==> config.mk <==
export PLATFORM = sky130hd
export DESIGN_NAME = bounded_double_ended_queue_unit_flat
export DESIGN_NICKNAME = d
export VERILOG_FILES = /design/src/design/bdq_pkg.sv /design/src/design/bdq_if.sv /design/src/design/bounded_double_ended_queue_unit.sv /design/src/design/bdq_cfg.sv /design/src/design/bdq_ctrl.sv /design/src/design/bdq_dpath.sv /design/src/flat_wrapper.sv
export VERILOG_INCLUDE_DIRS = /design/src /design/src/design
export SDC_FILE = /design/constraint.sdc
export NUM_CORES = 1
export LEC_CHECK = 0
export BUFFER_PORTS_ARGS = -buffer_cell sky130_fd_sc_hd__buf_2
export CORE_ASPECT_RATIO = 1.4
export CORE_MARGIN = 2
export CORE_UTILIZATION = 50
export DETAILED_ROUTE_END_ITERATION = 10
export PLACE_DENSITY = 0.73
export SLEW_MARGIN = 10
export SYNTH_ARGS = -nofsm -noshare
export SYNTH_HDL_FRONTEND = slang
export SYNTH_SLANG_ARGS = --single-unit
==> constraint.sdc <==
create_clock -name clk -period 5.32 [get_ports clk]
set_input_delay 1.064 -clock clk [delete_from_list [all_inputs] [get_ports clk]]
set_output_delay 1.064 -clock clk [all_outputs]
set_load 0.01 [all_outputs]
==> src/design/bounded_double_ended_queue_unit_defines.svh <==
// Assertion macros shared by the deque RTL.
`ifndef BOUNDED_DOUBLE_ENDED_QUEUE_UNIT_DEFINES_SVH
`define BOUNDED_DOUBLE_ENDED_QUEUE_UNIT_DEFINES_SVH

// Same-cycle implication, checked out of reset.
`define BDQ_ASSERT_NOW(lbl, ante, cons, msg) \
	lbl: assert property (@(posedge clk) disable iff (!arst_n) (ante) |-> (cons)) \
		else $error(msg);

// Next-cycle implication, checked out of reset.
`define BDQ_ASSERT_NEXT(lbl, ante, cons, msg) \
	lbl: assert property (@(posedge clk) disable iff (!arst_n) (ante) |=> (cons)) \
		else $error(msg);

`endif

==> src/design/bdq_pkg.sv <==
// Package: widths, request codes, controller types for the deque.
`timescale 1ns / 1ps

package bdq_pkg;

	localparam int DEPTH_DEF = 16;
	localparam int DATA_W    = 32;
	localparam int REQ_W     = 3;
	localparam int CNT_W     = 5;
	localparam int APB_W     = 32;
	localparam int ADDR_W    = 3;

	// Request codes; anything else is a status request
	localparam logic [REQ_W-1:0] REQ_INS_FRONT = 3'd0;
	localparam logic [REQ_W-1:0] REQ_INS_REAR  = 3'd1;
	localparam logic [REQ_W-1:0] REQ_REM_FRONT = 3'd2;
	localparam logic [REQ_W-1:0] REQ_REM_REAR  = 3'd3;

	// Register map (word index taken from paddr[2])
	localparam logic REG_CAPACITY = 1'b0;
	localparam logic [CNT_W-1:0] CAP_RESET = 5'd16;

	typedef enum logic [1:0] {
		ST_IDLE,
		ST_EXEC,
		ST_READ,
		ST_RESP
	} state_t;

	typedef struct packed {
		logic load_req;
		logic exec;
		logic load_rsp;
	} ctrl_cmd_t;

	typedef struct packed {
		logic rsp_free;
	} dpath_stat_t;

endpackage

==> src/design/bdq_if.sv <==
// Request and response channel interfaces.
`timescale 1ns / 1ps

interface bdq_req_if;
	logic                              valid;
	logic                              ready;
	logic [bdq_pkg::REQ_W-1:0]         req_type;
	logic signed [bdq_pkg::DATA_W-1:0] value;

	modport source (output valid, output req_type, output value, input ready);
	modport sink (input valid, input req_type, input value, output ready);
endinterface

interface bdq_rsp_if;
	logic                              valid;
	logic                              ready;
	logic                              ok;
	logic signed [bdq_pkg::DATA_W-1:0] front_value;
	logic signed [bdq_pkg::DATA_W-1:0] rear_value;
	logic                              is_empty;
	logic                              is_full;
	logic [bdq_pkg::CNT_W-1:0]         count;

	modport source (output valid, output ok, output front_value, output rear_value,
		output is_empty, output is_full, output count, input ready);
	modport sink (input valid, input ok, input front_value, input rear_value,
		input is_empty, input is_full, input count, output ready);
endinterface

==> src/design/bounded_double_ended_queue_unit.sv <==
// Bounded deque: the result is registered once the request beat is accepted and has
// passed execute, memory read and response load, which run in turn, one request at a time,
// through the single entry memory and its registered read ports.
// A response waiting at the output does not block the next request beat.
// Asynchronous active-low reset: empty deque, pointers at slot 0, capacity 16;
// entry memory contents are not reset and reach the response only once written.
`timescale 1ns / 1ps

module bounded_double_ended_queue_unit #(
	parameter int DEPTH = bdq_pkg::DEPTH_DEF
) (
	input  logic                       clk,
	input  logic                       arst_n,
	bdq_req_if.sink                    req,
	bdq_rsp_if.source                  rsp,
	input  logic                       psel,
	input  logic                       penable,
	input  logic                       pwrite,
	input  logic [bdq_pkg::ADDR_W-1:0] paddr,
	input  logic [bdq_pkg::APB_W-1:0]  pwdata,
	output logic [bdq_pkg::APB_W-1:0]  prdata,
	output logic                       pready
);

	logic [bdq_pkg::CNT_W-1:0] capacity;
	bdq_pkg::ctrl_cmd_t        cmd;
	bdq_pkg::dpath_stat_t      stat;
	logic                      in_ready;

	assign req.ready = in_ready;

	bdq_cfg u_cfg (
		.clk      (clk),
		.arst_n   (arst_n),
		.psel     (psel),
		.penable  (penable),
		.pwrite   (pwrite),
		.paddr    (paddr),
		.pwdata   (pwdata),
		.prdata   (prdata),
		.pready   (pready),
		.capacity (capacity)
	);

	bdq_ctrl u_ctrl (
		.clk      (clk),
		.arst_n   (arst_n),
		.in_valid (req.valid),
		.in_ready (in_ready),
		.stat     (stat),
		.cmd      (cmd)
	);

	bdq_dpath #(
		.DEPTH (DEPTH)
	) u_dpath (
		.clk      (clk),
		.arst_n   (arst_n),
		.req_type (req.req_type),
		.value    (req.value),
		.capacity (capacity),
		.cmd      (cmd),
		.stat     (stat),
		.rsp      (rsp)
	);

endmodule

==> src/design/bdq_cfg.sv <==
// APB capacity register.
`timescale 1ns / 1ps

module bdq_cfg (
	input  logic                         clk,
	input  logic                         arst_n,
	input  logic                         psel,
	input  logic                         penable,
	input  logic                         pwrite,
	input  logic [bdq_pkg::ADDR_W-1:0]   paddr,
	input  logic [bdq_pkg::APB_W-1:0]    pwdata,
	output logic [bdq_pkg::APB_W-1:0]    prdata,
	output logic                         pready,
	output logic [bdq_pkg::CNT_W-1:0]    capacity
);

	logic [bdq_pkg::CNT_W-1:0] capacity_q;
	logic                      wr_cap;

	assign pready = 1'b1;
	assign wr_cap = psel && penable && pwrite && (paddr[2] == bdq_pkg::REG_CAPACITY);

	// capacity register
	always_ff @(posedge clk or negedge arst_n) begin
		if (!arst_n) begin
			capacity_q <= bdq_pkg::CAP_RESET;
		end else if (wr_cap) begin
			capacity_q <= pwdata[bdq_pkg::CNT_W-1:0];
		end
	end

	// read back
	assign prdata   = (paddr[2] == bdq_pkg::REG_CAPACITY) ?
		bdq_pkg::APB_W'(capacity_q) : '0;
	assign capacity = capacity_q;

endmodule

==> src/design/bdq_ctrl.sv <==
// Sequencing FSM: accept, execute, read back, respond.
`timescale 1ns / 1ps

`include "bounded_double_ended_queue_unit_defines.svh"

module bdq_ctrl (
	input  logic                 clk,
	input  logic                 arst_n,
	input  logic                 in_valid,
	output logic                 in_ready,
	input  bdq_pkg::dpath_stat_t stat,
	output bdq_pkg::ctrl_cmd_t   cmd
);

	bdq_pkg::state_t state_q, state_nxt;

	// state register
	always_ff @(posedge clk or negedge arst_n) begin
		if (!arst_n) begin
			state_q <= bdq_pkg::ST_IDLE;
		end else begin
			state_q <= state_nxt;
		end
	end

	// next state and commands
	always_comb begin
		state_nxt = state_q;
		in_ready  = 1'b0;
		cmd       = '0;
		unique case (state_q)
			bdq_pkg::ST_IDLE: begin
				in_ready = 1'b1;
				if (in_valid) begin
					cmd.load_req = 1'b1;
					state_nxt    = bdq_pkg::ST_EXEC;
				end
			end
			bdq_pkg::ST_EXEC: begin
				cmd.exec  = 1'b1;
				state_nxt = bdq_pkg::ST_READ;
			end
			bdq_pkg::ST_READ: begin
				state_nxt = bdq_pkg::ST_RESP;
			end
			bdq_pkg::ST_RESP: begin
				if (stat.rsp_free) begin
					cmd.load_rsp = 1'b1;
					state_nxt    = bdq_pkg::ST_IDLE;
				end
			end
			default: begin
				state_nxt = bdq_pkg::ST_IDLE;
			end
		endcase
	end

	`BDQ_ASSERT_NEXT(a_accept_exec, in_valid && in_ready, state_q == bdq_pkg::ST_EXEC, "accepted beat did not start execution")
	`BDQ_ASSERT_NEXT(a_exec_read, cmd.exec, state_q == bdq_pkg::ST_READ, "execute not followed by read")
	`BDQ_ASSERT_NOW(a_rsp_free, cmd.load_rsp, stat.rsp_free, "response loaded into a busy output")

endmodule

==> src/design/bdq_dpath.sv <==
// Datapath: ring pointers, count, entry memory and response register.
`timescale 1ns / 1ps

`include "bounded_double_ended_queue_unit_defines.svh"

module bdq_dpath #(
	parameter int DEPTH = bdq_pkg::DEPTH_DEF
) (
	input  logic                              clk,
	input  logic                              arst_n,
	input  logic [bdq_pkg::REQ_W-1:0]         req_type,
	input  logic signed [bdq_pkg::DATA_W-1:0] value,
	input  logic [bdq_pkg::CNT_W-1:0]         capacity,
	input  bdq_pkg::ctrl_cmd_t                cmd,
	output bdq_pkg::dpath_stat_t              stat,
	bdq_rsp_if.source                         rsp
);

	localparam int PW  = (DEPTH > 1) ? $clog2(DEPTH) : 1;
	localparam int CW  = bdq_pkg::CNT_W;
	localparam int DW  = bdq_pkg::DATA_W;
	localparam int SW  = ((PW > CW) ? PW : CW) + 1;
	localparam logic [PW-1:0] LAST_SLOT = PW'(DEPTH - 1);
	localparam logic [CW-1:0] CAP_MAX   = CW'((DEPTH < 31) ? DEPTH : 31);

	function automatic logic [PW-1:0] slot_next(input logic [PW-1:0] i);
		return (i == LAST_SLOT) ? '0 : i + 1'b1;
	endfunction

	function automatic logic [PW-1:0] slot_prev(input logic [PW-1:0] i);
		return (i == '0) ? LAST_SLOT : i - 1'b1;
	endfunction

	logic [bdq_pkg::REQ_W-1:0] req_type_q;
	logic [DW-1:0]             value_q;
	logic [PW-1:0]             head_q, tail_q;
	logic [CW-1:0]             cnt_q;
	logic                      ok_q;
	logic [DW-1:0]             mem_q [DEPTH];
	logic [DW-1:0]             rd_front_q, rd_rear_q;
	logic                      rsp_valid_q;

	logic [CW-1:0] cap_eff;
	logic          can_ins, can_rem, ok_c;
	logic [PW-1:0] head_nxt, tail_nxt, wr_addr;
	logic [CW-1:0] cnt_nxt;
	logic          wr_en;
	logic [SW-1:0] ring_sum, ring_wrap;

	// capacity saturates at the memory depth, capped at 31
	assign cap_eff = (capacity > CAP_MAX) ? CAP_MAX : capacity;
	assign can_ins = cnt_q < cap_eff;
	assign can_rem = cnt_q != '0;

	// request capture
	always_ff @(posedge clk) begin
		if (cmd.load_req) begin
			req_type_q <= req_type;
			value_q    <= value;
		end
	end

	// pointer, count and write decode
	always_comb begin
		head_nxt = head_q;
		tail_nxt = tail_q;
		cnt_nxt  = cnt_q;
		wr_addr  = tail_q;
		wr_en    = 1'b0;
		ok_c     = 1'b1;
		unique case (req_type_q)
			bdq_pkg::REQ_INS_FRONT: begin
				ok_c = can_ins;
				if (can_ins) begin
					head_nxt = slot_prev(head_q);
					wr_addr  = slot_prev(head_q);
					wr_en    = 1'b1;
					cnt_nxt  = cnt_q + 1'b1;
				end
			end
			bdq_pkg::REQ_INS_REAR: begin
				ok_c = can_ins;
				if (can_ins) begin
					tail_nxt = slot_next(tail_q);
					wr_en    = 1'b1;
					cnt_nxt  = cnt_q + 1'b1;
				end
			end
			bdq_pkg::REQ_REM_FRONT: begin
				ok_c = can_rem;
				if (can_rem) begin
					head_nxt = slot_next(head_q);
					cnt_nxt  = cnt_q - 1'b1;
				end
			end
			bdq_pkg::REQ_REM_REAR: begin
				ok_c = can_rem;
				if (can_rem) begin
					tail_nxt = slot_prev(tail_q);
					cnt_nxt  = cnt_q - 1'b1;
				end
			end
			default: begin
				ok_c = 1'b1;
			end
		endcase
	end

	// ring state
	always_ff @(posedge clk or negedge arst_n) begin
		if (!arst_n) begin
			head_q <= '0;
			tail_q <= '0;
			cnt_q  <= '0;
		end else if (cmd.exec) begin
			head_q <= head_nxt;
			tail_q <= tail_nxt;
			cnt_q  <= cnt_nxt;
		end
	end

	always_ff @(posedge clk) begin
		if (cmd.exec) begin
			ok_q <= ok_c;
		end
	end

	// entry memory: one write port, two registered read ports
	always_ff @(posedge clk) begin
		if (cmd.exec && wr_en) begin
			mem_q[wr_addr] <= value_q;
		end
	end

	always_ff @(posedge clk) begin
		rd_front_q <= mem_q[head_q];
		rd_rear_q  <= mem_q[slot_prev(tail_q)];
	end

	// response register
	always_ff @(posedge clk or negedge arst_n) begin
		if (!arst_n) begin
			rsp_valid_q <= 1'b0;
		end else if (cmd.load_rsp) begin
			rsp_valid_q <= 1'b1;
		end else if (rsp.ready) begin
			rsp_valid_q <= 1'b0;
		end
	end

	always_ff @(posedge clk) begin
		if (cmd.load_rsp) begin
			rsp.ok          <= ok_q;
			rsp.front_value <= (cnt_q == '0) ? '1 : rd_front_q;
			rsp.rear_value  <= (cnt_q == '0) ? '1 : rd_rear_q;
			rsp.is_empty    <= cnt_q == '0;
			rsp.is_full     <= cnt_q >= cap_eff;
			rsp.count       <= cnt_q;
		end
	end

	assign rsp.valid     = rsp_valid_q;
	assign stat.rsp_free = !rsp_valid_q || rsp.ready;

	// head plus count wraps onto tail
	assign ring_sum  = SW'(head_q) + SW'(cnt_q);
	assign ring_wrap = (ring_sum >= SW'(DEPTH)) ? ring_sum - SW'(DEPTH) : ring_sum;

	`BDQ_ASSERT_NOW(a_cnt_max, 1'b1, cnt_q <= CAP_MAX, "count above depth")
	`BDQ_ASSERT_NOW(a_ring, 1'b1, ring_wrap == SW'(tail_q), "head, tail and count disagree")
	`BDQ_ASSERT_NEXT(a_fail_hold, cmd.exec && !ok_c, $stable(cnt_q) && $stable(head_q) && $stable(tail_q), "failed request changed state")

endmodule
==> src/flat_wrapper.sv <==
// flat-port wrapper written by rule: the top's interface ports become plain ports
module bounded_double_ended_queue_unit_flat 
#(
	parameter int DEPTH = bdq_pkg::DEPTH_DEF
)
  (clk, arst_n, psel, penable, pwrite, paddr, pwdata, prdata, pready, req_valid, req_req_type, req_value, req_ready, rsp_valid, rsp_ok, rsp_front_value, rsp_rear_value, rsp_is_empty, rsp_is_full, rsp_count, rsp_ready);
  bdq_req_if req_i ();
  bdq_rsp_if rsp_i ();
  input  logic clk;
  input  logic arst_n;
  input  logic psel;
  input  logic penable;
  input  logic pwrite;
  input  logic [bdq_pkg::ADDR_W-1:0] paddr;
  input  logic [bdq_pkg::APB_W-1:0] pwdata;
  output logic [bdq_pkg::APB_W-1:0] prdata;
  output logic pready;
  input wire logic [$bits(req_i.valid)-1:0] req_valid;
  input wire logic [$bits(req_i.req_type)-1:0] req_req_type;
  input wire logic [$bits(req_i.value)-1:0] req_value;
  output wire logic [$bits(req_i.ready)-1:0] req_ready;
  output wire logic [$bits(rsp_i.valid)-1:0] rsp_valid;
  output wire logic [$bits(rsp_i.ok)-1:0] rsp_ok;
  output wire logic [$bits(rsp_i.front_value)-1:0] rsp_front_value;
  output wire logic [$bits(rsp_i.rear_value)-1:0] rsp_rear_value;
  output wire logic [$bits(rsp_i.is_empty)-1:0] rsp_is_empty;
  output wire logic [$bits(rsp_i.is_full)-1:0] rsp_is_full;
  output wire logic [$bits(rsp_i.count)-1:0] rsp_count;
  input wire logic [$bits(rsp_i.ready)-1:0] rsp_ready;
  assign req_i.valid = req_valid;
  assign req_i.req_type = req_req_type;
  assign req_i.value = req_value;
  assign req_ready = req_i.ready;
  assign rsp_valid = rsp_i.valid;
  assign rsp_ok = rsp_i.ok;
  assign rsp_front_value = rsp_i.front_value;
  assign rsp_rear_value = rsp_i.rear_value;
  assign rsp_is_empty = rsp_i.is_empty;
  assign rsp_is_full = rsp_i.is_full;
  assign rsp_count = rsp_i.count;
  assign rsp_i.ready = rsp_ready;
  bounded_double_ended_queue_unit #(.DEPTH(DEPTH)) u_core (.clk(clk), .arst_n(arst_n), .req(req_i), .rsp(rsp_i), .psel(psel), .penable(penable), .pwrite(pwrite), .paddr(paddr), .pwdata(pwdata), .prdata(prdata), .pready(pready));
endmodule
* Word level (Yosys, flattened, before mapping)
Memory sizes are Yosys's and may differ from the RTL's. A register that Yosys moved wholly into a read port is not among the register bits.
Index checks and enable logic that the tools add are counted.
** Word-level totals
- Register bits :: 129
- Word-level logic and storage cells :: 97
- Output and inout bits :: 107
- Memories :: 1
- Memory bits (writable) :: 512
** Operators by class
- Add/sub/neg operators :: 6
- Magnitude comparators :: 3
- Bitwise logic cells :: 1
- Mux-type cells :: 33
- Eq/ne operators :: 16
- Reduce and logical (&&, ||, !) cells :: 22
** Memories
- u_core.u_dpath.mem_q :: depth 16, width 32, rd ports 2, clocked after Yosys merged registers in 2, write ports 1, line bdq_dpath.sv:39 : logic [DW-1:0] mem_q [DEPTH];
** Operators with widths (number)
- two-way mux 4 bit :: 10
- two-way mux 5 bit :: 4
- case mux 4 bit (2 select lines) :: 2
- two-way mux 1 bit :: 12
- AND reduction 4 bit :: 3
- != test 2 bit, second input constant :: 5
- case mux 5 bit (2 select lines) :: 1
- adder 4 x 1 -> 4 bit, second input constant :: 2
- == test 4 bit, second input constant :: 2
- logical NOT 4 bit :: 2
- case mux 2 bit (4 select lines) :: 1
- nonzero test 2 bit :: 4
- subtractor 4 x 1 -> 4 bit, second input constant :: 2
- == test 3 x 2 -> 1 bit, second input constant :: 2
- != test 2 x 1 -> 1 bit, second input constant :: 3
- adder 5 x 1 -> 5 bit, second input constant :: 1
- >= comparator 5 bit :: 1
- greater-than comparator 5 bit, second input constant :: 1
- logical NOT 5 bit :: 1
- less-than comparator 5 bit :: 1
- nonzero test 5 bit :: 1
- subtractor 5 x 1 -> 5 bit, second input constant :: 1
- == test 2 bit, second input constant :: 2
- logical AND 1 bit :: 4
- 11 further kinds :: 13

* Longest topological paths before layout
Gate-level depths: netlist (run 1).
- Depth after elaboration :: 8
- Depth in mapped cells :: 10

* Modules after synthesis
Synthesis (run 1) repeated with hierarchy kept, for this count alone.
** Unflattened totals
- Cell total of the unflattened synthesis :: 1632
- Area, all modules :: 30242.8 µm²
** Modules (own cells, without submodules)
- bdq_dpath :: area an instance 29597.1 µm², cells each 1569, instances 1, seq. area each 20249.4 µm²
- bdq_cfg :: area an instance 467.9 µm², cells each 46, instances 1, seq. area each 126.4 µm²
- bdq_ctrl :: area an instance 177.7 µm², cells each 17, instances 1, seq. area each 50.0 µm²

* Least setup slack after synthesis (run 1)
Ideal clock, no wire load.
- Path kind :: register -> register
- Start point :: register u_core.u_dpath.head_q[1]
- End point :: memory u_core.u_dpath.mem_q[13][0] in the netlist's numbering (enable)
- Setup time :: 0.432 ns
- Clock period less this slack :: 4.779 ns
- Cell stages (with the launch flop) :: 11
- Setup slack :: 0.541 ns
- Buffers on the path :: 3
- Arrival :: 4.347 ns
- Path through :: dfrtp_1 clkbuf_1 clkbuf_1 inv_1 clkbuf_1 ha_1 o21ba_1 o31ai_1 nor3b_1 nand3_1 a21oi_1
** Between the ends
- Word-level cells in the longest chain between the ends :: 4
- Elaborated cells on any way between the ends :: 5
- Those cells by class :: 1 x add/sub; 3 x mux; 1 x reduce/logical
** RTL lines
- start: declaration :: line bdq_dpath.sv:36 : logic [PW-1:0] head_q, tail_q;
- start signal: assignment :: line bdq_dpath.sv:116 : head_q <= head_nxt;
- subtractor 4 x 1 -> 4 bit or logical NOT 4 bit (tied branches) :: line bdq_dpath.sv:31 : return (i == '0) ? LAST_SLOT : i - 1'b1;
- two-way mux 4 bit * :: line bdq_dpath.sv:31
- two-way mux 4 bit * :: line bdq_dpath.sv:74 : if (can_ins) begin
- two-way mux 4 bit * :: line bdq_dpath.sv:71 : unique case (req_type_q)
- end: declaration :: line bdq_dpath.sv:39
Mark *: on every way between the ends. The rest lies on a longest branch, timed or not.

* Worst setup path after layout (run 1)
- Start point :: register u_core.u_dpath.head_q[0]
- End point :: memory u_core.u_dpath.mem_q[11][27] in the netlist's numbering (enable)
Same word-level chain as after synthesis.

==> results of run 1 <==
==> cell type report <==
cell class              count  area, sq um
clock inverters            38          438
flip-flops and latches    705        20400
repair buffers            171         1020
clock buffers              81         1770
multi-input cells         989         9640
fillers                  4621        26400
inverters                  13         48.8
well taps                 817         1020
==> cell usage after synthesis, drive strengths merged, types with 30 or more instances <==
cell | number | area, sq um
mux4 | 192 | 4340
buf | 57 | 413
o22ai | 33 | 206
dfxtp | 64 | 1280
or2 | 66 | 413
a211oi | 35 | 263
a221o | 32 | 320
nand2 | 154 | 578
a221oi | 65 | 569
edfxtp | 620 | 18600
a31oi | 32 | 200
and2 | 37 | 234
a21oi | 30 | 150
clkbuf | 111 | 417
a22oi | 65 | 488
nand2b | 71 | 444
==> state kept, by name, summed over array words and instances, names as in the netlist <==
name / count
u_core.u_dpath.rsp.valid: 1
u_core.u_dpath.rsp.count: 5
u_core.u_dpath.tail_q: 4
u_core.u_dpath.req_type_q: 3
u_core.u_dpath.rd_front_q: 32
u_core.u_dpath.cnt_q: 5
u_core.u_dpath.rsp.rear_value: 32
u_core.u_dpath.rsp.ok: 1
u_core.u_dpath.rsp.front_value: 32
u_core.u_ctrl.state_q: 2
u_core.u_dpath.rd_rear_q: 32
u_core.u_dpath.ok_q: 1
u_core.u_dpath.rsp.is_full: 1
u_core.u_dpath.head_q: 4
u_core.u_dpath.rsp.is_empty: 1
u_core.u_dpath.value_q: 32
u_core.u_dpath.mem_q: 512
u_core.u_cfg.capacity: 5
==> power breakdown <==
part / total, uW / leakage, uW / internal, uW / switching [uW]
Sequential: 7590 / 0.00639 / 6980 / 611
Combinational: 7430 / 0.00394 / 3240 / 4190
Clock: 4830 / 0.00107 / 2780 / 2050
==> cell families after synthesis <==
family / Yosys count / synth area share, %
adder cells (fa/ha/maj): 19 / 0.801
multiplexers: 201 / 14.5
other: 2 / 0.0245
AO/OA/AOI/OAI: 334 / 8.20
AND/OR/NAND/NOR: 400 / 6.72
XOR/XNOR: 7 / 0.200
flip-flops: 705 / 66.7
buffers and inverters: 181 / 2.87
==> how the worst min path moves through the flow <==
stage	start	endpoint	slack, ns	cells after the start
6_report	u_core.u_dpath.ok_q	u_core.u_dpath.rsp.ok	0.42	0
5_1_grt	u_core.u_dpath.ok_q	u_core.u_dpath.rsp.ok	0.43	0
4_1_cts	arst_n	u_core.u_dpath.cnt_q[0]	0.43	1
3_5_place_dp	u_core.u_dpath.ok_q	u_core.u_dpath.rsp.ok	0.41	0
3_3_place_gp	u_core.u_dpath.ok_q	u_core.u_dpath.rsp.ok	0.41	0
2_1_floorplan	u_core.u_dpath.ok_q	u_core.u_dpath.rsp.ok	0.40	0
==> metrics by stage <==
step	area, sq um	utilization (%)	hold WS [ns]	power, uW
after floorplan	30700	-	0.400	12800
after global placement	32200	52.9	0.410	14900
after detailed placement	32200	52.9	0.413	15100
after CTS	34400	56.6	0.425	19900
after global routing	34400	56.6	0.431	20700
final	34400	56.6	0.420	19900
==> critical path: cells and delay by family, from the launching register on <==
family | cells | cell delay (ns)
and+or+nand+nor | 2 | 0.89
buffers and inverters | 2 | 0.54
DFF | 1 | 0.69
AOI/OAI and AO/OA | 3 | 1.37
adders and majority gates | 1 | 0.18
==> per-layer routing <==
layer	vias to the layer above	wire length, um	global-route usage, %
li1	7631	-	-
met1	9360	28000	31.0
met2	1121	39700	42.4
met3	248	6790	4.43
met4	0	3620	12.0
met5	-	0	0
==> results.ini, run 1 <==
[status]
status = completed

[route]
drcViolationCount = 0
wl_per_cell_um = 27.8
postRouteAntennaNets = 0
vias = 18400
wl_um = 78100
dr.pass1.iters = 6
vias_per_cell = 6.52
dr.first_iter.drc_count = 2198

[clock_network]
htreeDepth = 3
cts_resized = 0
clk_latency_ns = 0.60
cts_hold_buffers = 0
numCtsBuffers = 66
cts_root_buffer = clkbuf_16
clk_transition_reported_paths_ns = 0.06
cts_sinks = 705
cts_tree = done
cts_setup_buffers = 0
cts_max_path_buffers = 3

[worst_setup_path]
worstPathRequired_ns = 5.59
rr_endpoint = u_core.u_dpath.mem_q[11][27]
critPathKind = reg -> reg
rrSetupSlack_ns = 1.25
arrival_ns = 4.34
path_max_fanout = 30
crit_path_end = u_core.u_dpath.mem_q[11][27]
slowest_delay_ns = 0.69
crit_chain = inv_1 -> ha_1 -> o21ba_1 -> o31ai_1 -> nor3b_1 -> nand2_1 -> a21oi_4 -> buf_12
end_kind = flop
cp_slowest_cell = dfrtp_4
crit_start = u_core.u_dpath.head_q[0]
startpoint_type = flop
r2r-start = u_core.u_dpath.head_q[0]
reg2regPathDepth = 8

[yosys]
syn_area_per_cell_sq_um = 16.6
synth_async_sr_flop_share_pct = 2.98
ys_ff_latch = 705
synthesis.area_sq_mm = 0.0306
yosysSeqAreaShare_pct = 66.7
synthFlopType = edfxtp_1
synth_cells = 1849
ys_warn_count = 0
synth.distinct_cells = 58
synth_edf_count = 620

[layout]
drive_gt1_share_pct = 28.1
syn_to_final_growth_pct = 12.2
layout_common_cells = 620 x edfxtp_1, 188 x mux4_2, 154 x nand2_1, 126 x buf_2, 71 x nand2b_1
final_common_cell = edfxtp_1
diodes = 0
nNetsFinal = 2042
layoutNonFillerInstCount = 2814

[hold_path]
hp-class = reg -> reg

[die]
rows = 107
start_util_pct = 50.4
die_w_um = 213
pin_count = 184
die_area_sq_mm = 0.0633
core_area_sq_mm = 0.0608
die_y_um = 297

[place]
dp.cells = 2695
place_congestion = 0.820
hpwlAfterDp_um = 42800
port_buffers = 126
pre_cts_ws_ns = 1.30

[job]
timing.max_cap.violations = 0

[sta]
worst_pin_slew_ns = 1.31
fmax_mhz = 246
setup_ws_ns = 1.25
hold_viol = 0
fin_crit_sh_pct = 76.5
finClkSkew_ns = 0.0302
min_period_ns = 4.07
setup_viol = 0
grt_setup_unrepaired = no
final.setup.tns_ns = 0
final-max-slew-violation-count = 0
slew-limit-headroom_pct = 12.4

[global_routing]
overflow = 0
grt_use_total_pct = 25.0
grt_start_max_net_pins = 110
grt_pass1_vias = 18900
grt_antenna_before_repair = 0
grt_pass1_wl_um = 117000

[pwr]
power.density_mw_per_mm2 = 577
leakage_uw = 0.0114
vdd_drop_max_mv = 0.503

Note: power is estimated with default switching activity, not from simulation.
==> run 2, diff against run 1 <==
clock period = 3.9 ns   (was 5.32 ns; I/O delays follow)
==> run 2 against run 1 <==
  * First-iteration DRC count up 2.8%
  * Register-to-register slack got worse by 0.99 ns
  * Total power up 36%
  * Clock power is 31% higher
  * Sequential power up 34%
  * Highest routed layer unchanged
  * Clock skew down 0.0039 ns
==> results.ini, run 2 (synthesis gave the netlist of run 1 again) <==
[pwr]
power.density_mw_per_mm2 = 783  ; was 577 mW/mm^2
total_power_uw = 27100  ; was 19900 uW
vdd_drop_max_mv = 0.593  ; was 0.503 mV
leakage_uw = 0.0115  ; was 0.0114 uW

[worst_setup_path]
crit_chain = inv_1 -> ha_1 -> a211oi_1 -> o221ai_1 -> nor4_1 -> nand2_1 -> a21oi_4 -> buf_4  ; was inv_1 -> ha_1 -> o21ba_1 -> o31ai_1 -> nor3b_1 -> nand2_1 -> a21oi_4 -> buf_12
reg2regPathDepth = 8  ; unchanged
arrival_ns = 3.88  ; was 4.34 ns
path_max_fanout = 21  ; was 30
slowest_delay_ns = 0.81  ; was 0.69 ns
cp_slowest_cell = nor4_1  ; was dfrtp_4
critPathKind = reg -> reg  ; unchanged
startpoint_type = flop  ; unchanged
end_kind = flop  ; unchanged
worstPathRequired_ns = 4.14  ; was 5.59 ns

[route]
wl_um = 79100  ; was 78100 um
drcViolationCount = 0  ; unchanged
vias_per_cell = 6.52  ; about the same
dr.pass1.iters = 5  ; was 6
dr.first_iter.drc_count = 2260  ; was 2198
wl_per_cell_um = 27.8  ; about the same
vias = 18500  ; was 18400
postRouteAntennaNets = 0  ; unchanged

[die]
die_y_um = 297  ; unchanged
core_area_sq_mm = 0.0608  ; unchanged
die_area_sq_mm = 0.0633  ; unchanged
start_util_pct = 50.4  ; unchanged
die_w_um = 213  ; unchanged
rows = 107  ; unchanged
pin_count = 184  ; unchanged

[layout]
drive_gt1_share_pct = 29.2  ; was 28.1%
fillCellCount = 4639  ; was 4621
syn_to_final_growth_pct = 13.0  ; was 12.2%
diodes = 0  ; unchanged
layout_common_cells = 620 x edfxtp_1, 188 x mux4_2, 154 x nand2_1, 126 x buf_2, 71 x nand2b_1  ; unchanged
final_util_pct = 56.9  ; was 56.6%
top_register = u_core.u_dpath.mem_q  ; unchanged
largest_reg_flops = 512  ; unchanged
nNetsFinal = 2073  ; was 2042
final_common_cell = edfxtp_1  ; unchanged

[clock_network]
cts_max_path_buffers = 3  ; unchanged
htreeDepth = 3  ; unchanged
cts_setup_buffers = 0  ; unchanged
cts_sinks = 705  ; unchanged
clk_transition_reported_paths_ns = 0.06  ; about the same
clk_latency_ns = 0.61  ; was 0.60 ns
numCtsBuffers = 67  ; was 66
cts_root_buffer = clkbuf_16  ; unchanged
cts_resized = 0  ; unchanged
cts_hold_buffers = 0  ; unchanged
cts_tree = done  ; unchanged

[place]
place_congestion = 0.830  ; was 0.820
port_buffers = 126  ; unchanged
hpwlAfterDp_um = 45700  ; was 42800 um

[sta]
finClkSkew_ns = 0.0263  ; was 0.0302 ns
worst_pin_slew_ns = 1.04  ; was 1.31 ns
fmax_mhz = 275  ; was 246 MHz
setup_viol = 0  ; unchanged
fin_hold_ws_ns = 0.162  ; was 0.420 ns
hold_viol = 0  ; unchanged
grt_setup_unrepaired = no  ; unchanged
fin_crit_sh_pct = 93.4  ; was 76.5%
slew-limit-headroom_pct = 30.8  ; was 12.4%
final-max-slew-violation-count = 0  ; unchanged
min_period_ns = 3.64  ; was 4.07 ns

[hold_path]
hp-class = in -> async  ; was reg -> reg

[global_routing]
grt_pass1_vias = 19200  ; was 18900
grt_antenna_before_repair = 1  ; was 0
grt_pass1_wl_um = 118000  ; was 117000 um
grt_use_total_pct = 25.3  ; was 25.0%
grt_start_max_net_pins = 81  ; was 110
overflow = 0  ; unchanged

[status]
status = completed  ; unchanged

[job]
timing.max_cap.violations = 0  ; unchanged

## run 2: worst paths after layout
kind,start,end,slack (ns)
max,u_core.u_cfg.capacity[4],u_core.u_dpath.mem_q[4][0],0.26
min,arst_n,u_core.u_dpath.cnt_q[0],0.16
max reg2reg,u_core.u_cfg.capacity[4],u_core.u_dpath.mem_q[4][0],0.26
min reg2reg,u_core.u_dpath.ok_q,u_core.u_dpath.rsp.ok,0.46
max in group asynchronous,arst_n,u_core.u_dpath.head_q[1],3.34
min in group clk,req_value[10],u_core.u_dpath.value_q[10],0.34
## run 2: power by group
group          internal, uW  switching, uW
logic                  4600           5990
clock network          3590           2760
registers              9520            629
## run 2: per-layer routing
layer	global-route usage (%)	vias up	routed length, um
met4	12.8	0	3560
met3	4.08	230	6990
met5	0	-	0
met1	32.4	9507	28700
met2	42.0	1129	39800
li1	-	7682	-
## run 2: critical path: cells and delay by family (launching register included)
| kind | cells | cell delay (ns) |
|---|---|---|
| buf+inv | 2 | 0.49 |
| compound gates | 3 | 0.88 |
| flops | 1 | 0.55 |
| simple gates | 2 | 1.02 |
| fa+ha+maj | 1 | 0.33 |
## run 2: final cells by class
type	count	area (sq um)	share of cell area (%)
well taps	817	1020	2.95
multi-input cells	989	9640	27.8
flip-flops and latches	705	20400	59.1
repair buffers	201	1360	3.92
inverters	13	48.8	0.141
clock buffers	97	1890	5.47
clock inverters	22	219	0.633
## run 2: through the flow
stage          TNS (ns)  std cells  setup slack [ns]  cell area, sq um
6_report              0       2844             0.257             34600
5_1_grt               0       2844            0.0597             34600
4_1_cts               0       2844             0.287             34600
3_5_place_dp          0       2725             0.313             32500
3_3_place_gp          0       2725             0.390             32500
2_1_floorplan    -94.73       1875            -0.538             30800
